<file path="src/rtl/abas_pkg.sv">
// ----------------------------------------------------------------------------
// abas_pkg: shared types and constants of the adaptive block ARQ sender
// Response codes, result actions, the command word that runs between the
// front and the back, and reset values of the configuration registers.
// ----------------------------------------------------------------------------
package abas_pkg;

	localparam int SIZE_W      = 16;
	localparam int TRIES_W     = 4;
	localparam int ACTION_W    = 2;
	localparam int MODE_W      = 2;
	localparam int BYTE_W      = 8;
	localparam int QUEUE_DEPTH = 2;

	localparam int DEF_MAX_ATTEMPTS = 10;
	localparam int DEF_CANCEL_BURST = 6;

	localparam logic [SIZE_W-1:0] INIT_SIZE_RST = 16'd512;
	localparam logic [SIZE_W-1:0] MAX_SIZE_RST  = 16'd8192;
	localparam logic [SIZE_W-1:0] GROW_STEP     = 16'd512;
	localparam logic [SIZE_W-1:0] MIN_SIZE      = 16'h0040;

	localparam logic [BYTE_W-1:0] CODE_ACK     = 8'h06;
	localparam logic [BYTE_W-1:0] CODE_NAK     = 8'h15;
	localparam logic [BYTE_W-1:0] CODE_CAN     = 8'h18;
	localparam logic [BYTE_W-1:0] CODE_TIMEOUT = 8'h00;

	// configuration register indexes
	localparam logic REG_INIT_SIZE = 1'b0;
	localparam logic REG_MAX_SIZE  = 1'b1;

	localparam logic [MODE_W-1:0] MODE_START = 2'd0;
	localparam logic [MODE_W-1:0] MODE_RESP  = 2'd1;
	localparam logic [MODE_W-1:0] MODE_ABORT = 2'd2;

	localparam logic [ACTION_W-1:0] ACT_TX     = 2'd0;
	localparam logic [ACTION_W-1:0] ACT_ACKED  = 2'd1;
	localparam logic [ACTION_W-1:0] ACT_CANCEL = 2'd2;
	localparam logic [ACTION_W-1:0] ACT_RETX   = 2'd3;

	// one classified item: a single result, or a burst of cancel results
	typedef struct packed {
		logic [ACTION_W-1:0] action;
		logic [SIZE_W-1:0]   size;
		logic                burst;
	} cmd_t;

	// queue status toward the front and the back
	typedef struct packed {
		logic full;
		logic empty;
	} queue_stat_t;

endpackage

</file>
<file path="src/rtl/abas_front.sv">
// ----------------------------------------------------------------------------
// abas_front: item classifier
// Takes input words, keeps the retry count and the preferred block size,
// and turns each item into at most one command for the queue.
// ----------------------------------------------------------------------------
module abas_front #(
	parameter int MAX_ATTEMPTS = abas_pkg::DEF_MAX_ATTEMPTS
) (
	input  logic                          clk,
	input  logic                          arst_n,
	input  logic                          wr_en,
	input  logic                          reg_index,
	input  logic [abas_pkg::SIZE_W-1:0]   wr_data,
	input  logic                          accept,
	input  logic [abas_pkg::MODE_W-1:0]   mode,
	input  logic [abas_pkg::BYTE_W-1:0]   resp_byte,
	output logic                          push,
	output abas_pkg::cmd_t                push_cmd
);

	localparam logic [abas_pkg::TRIES_W-1:0] TRIES_FULL =
		abas_pkg::TRIES_W'(MAX_ATTEMPTS - 1);

	logic                          waiting_q, waiting_d;
	logic [abas_pkg::TRIES_W-1:0]  tries_q, tries_d;
	logic [abas_pkg::SIZE_W-1:0]   pref_q, pref_d;
	logic [abas_pkg::SIZE_W-1:0]   max_q;
	logic [abas_pkg::SIZE_W:0]     grown;
	logic [abas_pkg::SIZE_W-1:0]   halved;
	logic [abas_pkg::SIZE_W-1:0]   acked_size;

	// size after a clean or a retried acknowledgment
	always_comb begin
		grown  = {1'b0, pref_q} + {1'b0, abas_pkg::GROW_STEP};
		halved = pref_q >> 1;
		if (tries_q == TRIES_FULL) begin
			if (grown > {1'b0, max_q})
				acked_size = max_q;
			else
				acked_size = grown[abas_pkg::SIZE_W-1:0];
		end else begin
			if (halved < abas_pkg::MIN_SIZE)
				acked_size = abas_pkg::MIN_SIZE;
			else
				acked_size = halved;
		end
	end

	always_comb begin
		logic cancel;
		cancel    = 1'b0;
		waiting_d = waiting_q;
		tries_d   = tries_q;
		pref_d    = pref_q;
		push      = 1'b0;
		push_cmd  = '{action: abas_pkg::ACT_TX, size: pref_q, burst: 1'b0};
		if (accept) begin
			unique case (mode)
				abas_pkg::MODE_START: begin
					waiting_d = 1'b1;
					tries_d   = TRIES_FULL;
					push      = 1'b1;
				end
				abas_pkg::MODE_ABORT: begin
					cancel = waiting_q;
				end
				abas_pkg::MODE_RESP: begin
					if (waiting_q) begin
						priority if (resp_byte == abas_pkg::CODE_CAN) begin
							cancel = 1'b1;
						end else if (resp_byte == abas_pkg::CODE_ACK) begin
							pref_d          = acked_size;
							waiting_d       = 1'b0;
							tries_d         = '0;
							push            = 1'b1;
							push_cmd.action = abas_pkg::ACT_ACKED;
							push_cmd.size   = acked_size;
						end else if (resp_byte == abas_pkg::CODE_NAK ||
						             resp_byte == abas_pkg::CODE_TIMEOUT) begin
							if (tries_q == '0) begin
								cancel = 1'b1;
							end else begin
								tries_d         = tries_q - 1'b1;
								push            = 1'b1;
								push_cmd.action = abas_pkg::ACT_RETX;
							end
						end else begin
							cancel = 1'b0;
						end
					end
				end
				default: begin
					cancel = 1'b0;
				end
			endcase
			if (cancel) begin
				waiting_d       = 1'b0;
				tries_d         = '0;
				push            = 1'b1;
				push_cmd.action = abas_pkg::ACT_CANCEL;
				push_cmd.burst  = 1'b1;
			end
		end
		// writes are to come only while idle; the block itself does not enforce it
		if (wr_en && reg_index == abas_pkg::REG_INIT_SIZE)
			pref_d = wr_data;
	end

	always_ff @(posedge clk or negedge arst_n) begin
		if (!arst_n) begin
			waiting_q <= 1'b0;
			tries_q   <= '0;
			pref_q    <= abas_pkg::INIT_SIZE_RST;
			max_q     <= abas_pkg::MAX_SIZE_RST;
		end else begin
			waiting_q <= waiting_d;
			tries_q   <= tries_d;
			pref_q    <= pref_d;
			if (wr_en && reg_index == abas_pkg::REG_MAX_SIZE)
				max_q <= wr_data;
		end
	end

endmodule

</file>
<file path="src/rtl/abas_queue.sv">
// ----------------------------------------------------------------------------
// abas_queue: command queue
// Short register queue between the classifier and the result sequencer.
// ----------------------------------------------------------------------------
module abas_queue #(
	parameter int DEPTH = abas_pkg::QUEUE_DEPTH
) (
	input  logic                   clk,
	input  logic                   arst_n,
	input  logic                   push,
	input  abas_pkg::cmd_t         push_cmd,
	input  logic                   pop,
	output abas_pkg::cmd_t         head,
	output abas_pkg::queue_stat_t  stat
);

	localparam int PTR_W = (DEPTH > 1) ? $clog2(DEPTH) : 1;
	localparam int CNT_W = $clog2(DEPTH + 1);

	abas_pkg::cmd_t      mem_q [DEPTH];
	logic [PTR_W-1:0]    wr_ptr_q, rd_ptr_q;
	logic [CNT_W-1:0]    count_q;
	logic                do_push, do_pop;

	assign stat.full  = (count_q == CNT_W'(DEPTH));
	assign stat.empty = (count_q == '0);
	assign do_push    = push && !stat.full;
	assign do_pop     = pop && !stat.empty;
	assign head       = mem_q[rd_ptr_q];

	always_ff @(posedge clk) begin
		if (do_push)
			mem_q[wr_ptr_q] <= push_cmd;
	end

	always_ff @(posedge clk or negedge arst_n) begin
		if (!arst_n) begin
			wr_ptr_q <= '0;
			rd_ptr_q <= '0;
			count_q  <= '0;
		end else begin
			if (do_push)
				wr_ptr_q <= (wr_ptr_q == PTR_W'(DEPTH - 1)) ? '0 : wr_ptr_q + 1'b1;
			if (do_pop)
				rd_ptr_q <= (rd_ptr_q == PTR_W'(DEPTH - 1)) ? '0 : rd_ptr_q + 1'b1;
			if (do_push && !do_pop)
				count_q <= count_q + 1'b1;
			else if (do_pop && !do_push)
				count_q <= count_q - 1'b1;
		end
	end

endmodule

</file>
<file path="src/rtl/abas_back.sv">
// ----------------------------------------------------------------------------
// abas_back: result sequencer
// Expands queued commands into result words and holds them in the output
// register until taken.
// ----------------------------------------------------------------------------
module abas_back #(
	parameter int CANCEL_BURST = abas_pkg::DEF_CANCEL_BURST
) (
	input  logic                           clk,
	input  logic                           arst_n,
	input  abas_pkg::cmd_t                 head,
	input  abas_pkg::queue_stat_t          stat,
	output logic                           pop,
	output logic                           res_valid,
	input  logic                           res_ready,
	output logic [abas_pkg::ACTION_W-1:0]  action,
	output logic [abas_pkg::SIZE_W-1:0]    block_size,
	output logic                           aborted,
	output logic                           last
);

	localparam int BURST_W = (CANCEL_BURST > 1) ? $clog2(CANCEL_BURST) : 1;
	localparam logic [BURST_W-1:0] BURST_END = BURST_W'(CANCEL_BURST - 1);

	logic [BURST_W-1:0] cnt_q;
	logic               load, final_word;

	assign load       = !stat.empty && (!res_valid || res_ready);
	assign final_word = !head.burst || (cnt_q == BURST_END);
	assign pop        = load && final_word;

	always_ff @(posedge clk or negedge arst_n) begin
		if (!arst_n) begin
			res_valid <= 1'b0;
			cnt_q     <= '0;
		end else begin
			if (load) begin
				res_valid <= 1'b1;
				cnt_q     <= final_word ? '0 : cnt_q + 1'b1;
			end else if (res_ready) begin
				res_valid <= 1'b0;
			end
		end
	end

	always_ff @(posedge clk) begin
		if (load) begin
			action     <= head.action;
			block_size <= head.size;
			aborted    <= head.burst && final_word;
			last       <= final_word;
		end
	end

endmodule

</file>
<file path="src/rtl/adaptive_block_arq_sender_unit.sv">
// ----------------------------------------------------------------------------
// adaptive_block_arq_sender_unit: adaptive block ARQ sender control
// Classifies start, response and abort words, keeps the retry count and the
// adaptive block size, and issues transmit, retransmit, acknowledge and
// cancel-burst result words.
// ----------------------------------------------------------------------------
// Path: an accepted input word enters the command queue, then the output register.
// Throughput: one input word per cycle while each item yields one result and
//   res_ready is high; a cancel burst holds the output for CANCEL_BURST words,
//   and the two-entry command queue lets the front accept words until it fills.
// Reset: arst_n clears the retry state, the queue and the output valid at
//   once; the block size returns to 512 and the cap to 8192.
module adaptive_block_arq_sender_unit #(
	parameter int MAX_ATTEMPTS = abas_pkg::DEF_MAX_ATTEMPTS,
	parameter int CANCEL_BURST = abas_pkg::DEF_CANCEL_BURST
) (
	input  logic                           clk,
	input  logic                           arst_n,
	// configuration writes
	input  logic                           wr_en,
	input  logic                           reg_index,
	input  logic [abas_pkg::SIZE_W-1:0]    wr_data,
	// input words
	input  logic                           item_valid,
	output logic                           item_ready,
	input  logic [abas_pkg::MODE_W-1:0]    mode,
	input  logic [abas_pkg::BYTE_W-1:0]    resp_byte,
	// result words
	output logic                           res_valid,
	input  logic                           res_ready,
	output logic [abas_pkg::ACTION_W-1:0]  action,
	output logic [abas_pkg::SIZE_W-1:0]    block_size,
	output logic                           aborted,
	output logic                           last
);

	logic                  accept;
	logic                  push;
	logic                  pop;
	abas_pkg::cmd_t        push_cmd;
	abas_pkg::cmd_t        head;
	abas_pkg::queue_stat_t stat;

	// take a word whenever the queue has room; an item that yields no
	// result still goes through the front to update the state
	assign item_ready = !stat.full;
	assign accept     = item_valid && item_ready;

	abas_front #(
		.MAX_ATTEMPTS(MAX_ATTEMPTS)
	) u_front (
		.clk      (clk),
		.arst_n   (arst_n),
		.wr_en    (wr_en),
		.reg_index(reg_index),
		.wr_data  (wr_data),
		.accept   (accept),
		.mode     (mode),
		.resp_byte(resp_byte),
		.push     (push),
		.push_cmd (push_cmd)
	);

	// decouple classification from result sequencing
	abas_queue #(
		.DEPTH(abas_pkg::QUEUE_DEPTH)
	) u_queue (
		.clk     (clk),
		.arst_n  (arst_n),
		.push    (push),
		.push_cmd(push_cmd),
		.pop     (pop),
		.head    (head),
		.stat    (stat)
	);

	// expand commands into result words; drop a command once its last word
	// is loaded into the output register
	abas_back #(
		.CANCEL_BURST(CANCEL_BURST)
	) u_back (
		.clk       (clk),
		.arst_n    (arst_n),
		.head      (head),
		.stat      (stat),
		.pop       (pop),
		.res_valid (res_valid),
		.res_ready (res_ready),
		.action    (action),
		.block_size(block_size),
		.aborted   (aborted),
		.last      (last)
	);

endmodule

</file>
<file path="config.mk">
export PLATFORM = sky130hd
export DESIGN_NAME = adaptive_block_arq_sender_unit
export DESIGN_NICKNAME = d
export VERILOG_FILES = /design/src/rtl/abas_pkg.sv /design/src/rtl/abas_front.sv /design/src/rtl/abas_queue.sv /design/src/rtl/abas_back.sv /design/src/rtl/adaptive_block_arq_sender_unit.sv
export SDC_FILE = /design/constraint.sdc
export NUM_CORES = 1
export LEC_CHECK = 0
export ABC_AREA = 1
export BUFFER_PORTS_ARGS = -buffer_cell sky130_fd_sc_hd__buf_2
export CORE_UTILIZATION = 54
export DETAILED_ROUTE_END_ITERATION = 12
export GPL_TIMING_DRIVEN = 0
export PLACE_DENSITY = 0.87
export SYNTH_ARGS = -nofsm -noshare
export SYNTH_HDL_FRONTEND = slang
export SYNTH_SLANG_ARGS = --single-unit
</file>
<file path="constraint.sdc">
create_clock -name clk -period 2.6 [get_ports clk]
set_input_delay 0.78 -clock clk [delete_from_list [all_inputs] [get_ports clk]]
set_output_delay 0.78 -clock clk [all_outputs]
set_load 0.01 [all_outputs]
</file>
==> impl_metrics.csv <==
group,metric,value,unit
outcome,status,"finished with violations",
outcome,failed_checks,"setup timing",
floorplanning,die-area,10400,µm²
setup_path,reg2reg_setup_slack,-0.17,ns
worst_hold_path,hold_class,"flop to flop",
placed_design,placed_cells,792,
finish,drive_gt1_share,21.5,%
pwr,peakVddDrop,0.312,mV
setup_path,r2r_cells,19,
synth,ys.flop_type,"edfxtp_1",
synth,synth_nets,663,
detailed_routing,drt-total-wl,11800,µm
detailed_routing,ant_nets,0,
global_route,grt-ovfl-total,0,
finish,stdcell_count,818,
finish,diodes,0,
finish,layout.nets,737,
run,drv_cap,0,
synth,synth_top_family_by_area,"simple AND/OR/NAND/NOR gates",
floorplanning,core_area,9730,µm²
synth,synth.most_common_cell,"nand2_1",
synth,synth-edff-count,58,
timing,fin_ws,-0.170,ns
setup_path,cp_max_fo,8,
detailed_routing,vias,4319,
detailed_routing,post_drt_wl_per_cell,14.5,µm
synth,avgSynthCellArea,8.89,µm²
synth,synth_compound_area_share,5.88,%
synth,synth_seq_cells,103,
floorplanning,die_x,102,µm
synth,netlist_top_cells_area,"edfxtp_1, dfrtp_1, nand2_1",
clock_tree,cts-buffers-inserted,9,
synth,yosysTopAreaCell,"edfxtp_1",
synth,ys_seq_area_share,53.3,%
floorplanning,io_pins,54,
timing,finalSetupViolations,48,
timing,hold_viol_final,0,
setup_path,regToRegEndpoint,"u_front.pref_q[7]$_DFFE_PN0P_",
finish,fill_cells,772,
synth,synth_xor_xnor_area_share,1.30,%
pwr,leakagePower,2.99,nW
clock_tree,h-tree-depth,3,
setup_path,required,2.91,ns
timing,final_max_slew_viol_count,0,
floorplanning,die_y,102,µm
clock_tree,clkSinkCount,103,
global_route,first_global_vias,4191,
setup_path,cp-end-kind,"flop",
detailed_routing,drcViolationCount,0,
global_route,grt_use_total,24.2,%
timing,min_period,2.77,ns
placed_design,dp_slack,-0.475,ns
floorplanning,initial_core_util,55.3,%
setup_path,reg2reg_from,"u_front.pref_q[9]$_DFFE_PN1P_",
clock_tree,tritoncts,"done",
clock_tree,cts_root_buf,"clkbuf_8",
setup_path,arrival,3.09,ns
worst_hold_path,whs_path_depth,2,
synth,synth_top_area_share,32.3,%
synth,synthSimpleGateAreaFrac,26.8,%
placed_design,portBuffers,53,
detailed_routing,first_pass_iters,5,
synth,netlist_instances,606,
worst_hold_path,min_to,"u_front.tries_q[1]$_DFFE_PN0P_",
synth,async_reset_ff_share,43.7,%
timing,rsz0062_at_grt,"yes",
timing,finClkSkew,0.0112,ns
clock_tree,insertion_delay,0.37,ns
timing,fmax,361,MHz
synth,synthAdderAreaFrac,5.81,%
global_route,grt_max_degree,46,
pwr,power.density,830,nW/µm²
finish,fin_area,6210,µm²
clock_tree,clockBufferDepth,2,
placed_design,dpl_cell_area,5820,µm²
timing,fin_crit_sh,107,%
synth,synthMuxAreaShare,0.395,%
setup_path,critical_path_class,"flop to flop",
finish,synthToLayoutAreaGrowth,15.4,%
global_route,antenna_found_initial,0,
global_route,grt_pass1_wl,19100,µm
detailed_routing,drt_iter0_markers,295,
detailed_routing,via_per_inst,5.28,
timing,slew_headroom,29.8,%
synth,ys_warn_count,0,
synth,syn_area,5390,µm²
floorplanning,rows,36,
clock_tree,clk_pin_slew,0.10,ns
timing,tightest_slew,1.05,ns
synth,synthTopCellsByCount,"nand2_1, inv_1, edfxtp_1",
synth,yosysUniqueCellTypes,41,
worst_hold_path,hp-start,"u_front.tries_q[1]$_DFFE_PN0P_",
placed_design,gp_congestion,0.931,
placed_design,dp_hpwl,8480,µm
setup_path,start_kind,"flop",
sequential cells by signal, indices dropped and copies added, names as in the netlist, 2 cells and up:
register and flops:
u_back.action 2, u_back.block_size 16, u_back.cnt_q 3, u_front.max_q 16, u_front.pref_q 16, u_front.tries_q 4, u_queue.count_q 2, u_queue.mem_q 38
per-stage QoR:
step | total power, W | setup TNS (ns) | hold slack [ns] | utilization [%]
3_5_place_dp | 0.00405 | -21.84 | 0.486 | 59.8
3_3_place_gp | 0.00394 | -12.36 | 0.454 | 59.8
2_1_floorplan | 0.00352 | 0 | 0.442 | -
4_1_cts | 0.00511 | -0.407 | 0.510 | 63.1
6_report | 0.00516 | -5.46 | 0.509 | 63.9
5_1_grt | 0.00547 | -11.40 | 0.541 | 63.9
cell families after synthesis:
family	Yosys count
simple gates	322
buf+inv	88
flops	103
mux	2
compound gates	58
fa+ha+maj	25
xor+xnor	8
routing by layer:
layer  track usage (%)  up-vias  part of all wire (%)
met5                 0        -                     0
met4              10.9        0                   2.6
met3              3.42       26                   5.2
met2              41.0      159                    49
met1              31.2     2016                    43
li1                  -     2118                     -
cells in the final DEF, fill, tap and decap left out, types with 11 or more instances in the layout:
| cell type | count |
|---|---|
| edfxtp_1 | 58 |
| inv_1 | 67 |
| dfrtp_1 | 43 |
| nand2_1 | 186 |
| buf_2 | 56 |
| a21oi_1 | 33 |
| nand3_1 | 40 |
| nor2_1 | 33 |
| nand2_2 | 25 |
| nand4_1 | 11 |
| ha_1 | 23 |
timing repair:
action	in CTS	in global routing
setup buffers	6	1
setup endpoints to repair	67	78
gates cloned	2	1
gates resized for setup	18	14
hold buffers	0	0
pin swaps	7	4
cell type report:
cell class,count,area [µm²],share of cell area [%]
inverters,73,278,4.47
repair buffers,62,334,5.38
multi-input cells,416,2290,36.9
clock buffers,10,128,2.05
flip-flops and latches,103,2870,46.2
clock inverters,6,67.6,1.09
plain buffers,15,78.8,1.27
well taps,133,166,2.68
power breakdown:
part	switching [W]	total (W)	internal, W
registers	0.000177	0.00237	0.00219
clock network	0.000562	0.00101	0.000451
logic	0.00116	0.00178	0.000615
total	0.00190	0.00516	0.00326
how the worst max path moves through the flow:
stage | cells past startpoint | slack (ns) | to | startpoint
2_1_floorplan | 13 | 0.06 | u_queue.mem_q[1][0]$_DFFE_PP_ | resp_byte[0]
3_3_place_gp | 14 | -0.33 | u_queue.mem_q[1][12]$_DFFE_PP_ | resp_byte[0]
3_5_place_dp | 14 | -0.47 | u_queue.mem_q[1][13]$_DFFE_PP_ | resp_byte[3]
4_1_cts | 16 | -0.05 | u_queue.mem_q[1][10]$_DFFE_PP_ | u_front.pref_q[9]$_DFFE_PN1P_
5_1_grt | 16 | -0.28 | u_queue.mem_q[0][13]$_DFFE_PP_ | u_front.pref_q[9]$_DFFE_PN1P_
6_report | 19 | -0.17 | u_front.pref_q[7]$_DFFE_PN0P_ | u_front.pref_q[9]$_DFFE_PN1P_
worst max-delay path, cell delays in order (launching register included):
cell,delay [ns]
dfstp_2,0.59
inv_2,0.07
nor2_4,0.12
inv_1,0.05
nor2_1,0.11
xor2_1,0.22
ha_1,0.28
nand2_1,0.09
inv_2,0.04
o21ai_2,0.13
nand3b_1,0.10
nor2_2,0.14
nand2_4,0.11
nand2_4,0.13
nand2_4,0.10
nand2_8,0.10
nand2_2,0.06
nand2_2,0.10
nand2_1,0.09
nand2_1,0.08
Note: power is estimated with default switching activity, not from simulation.
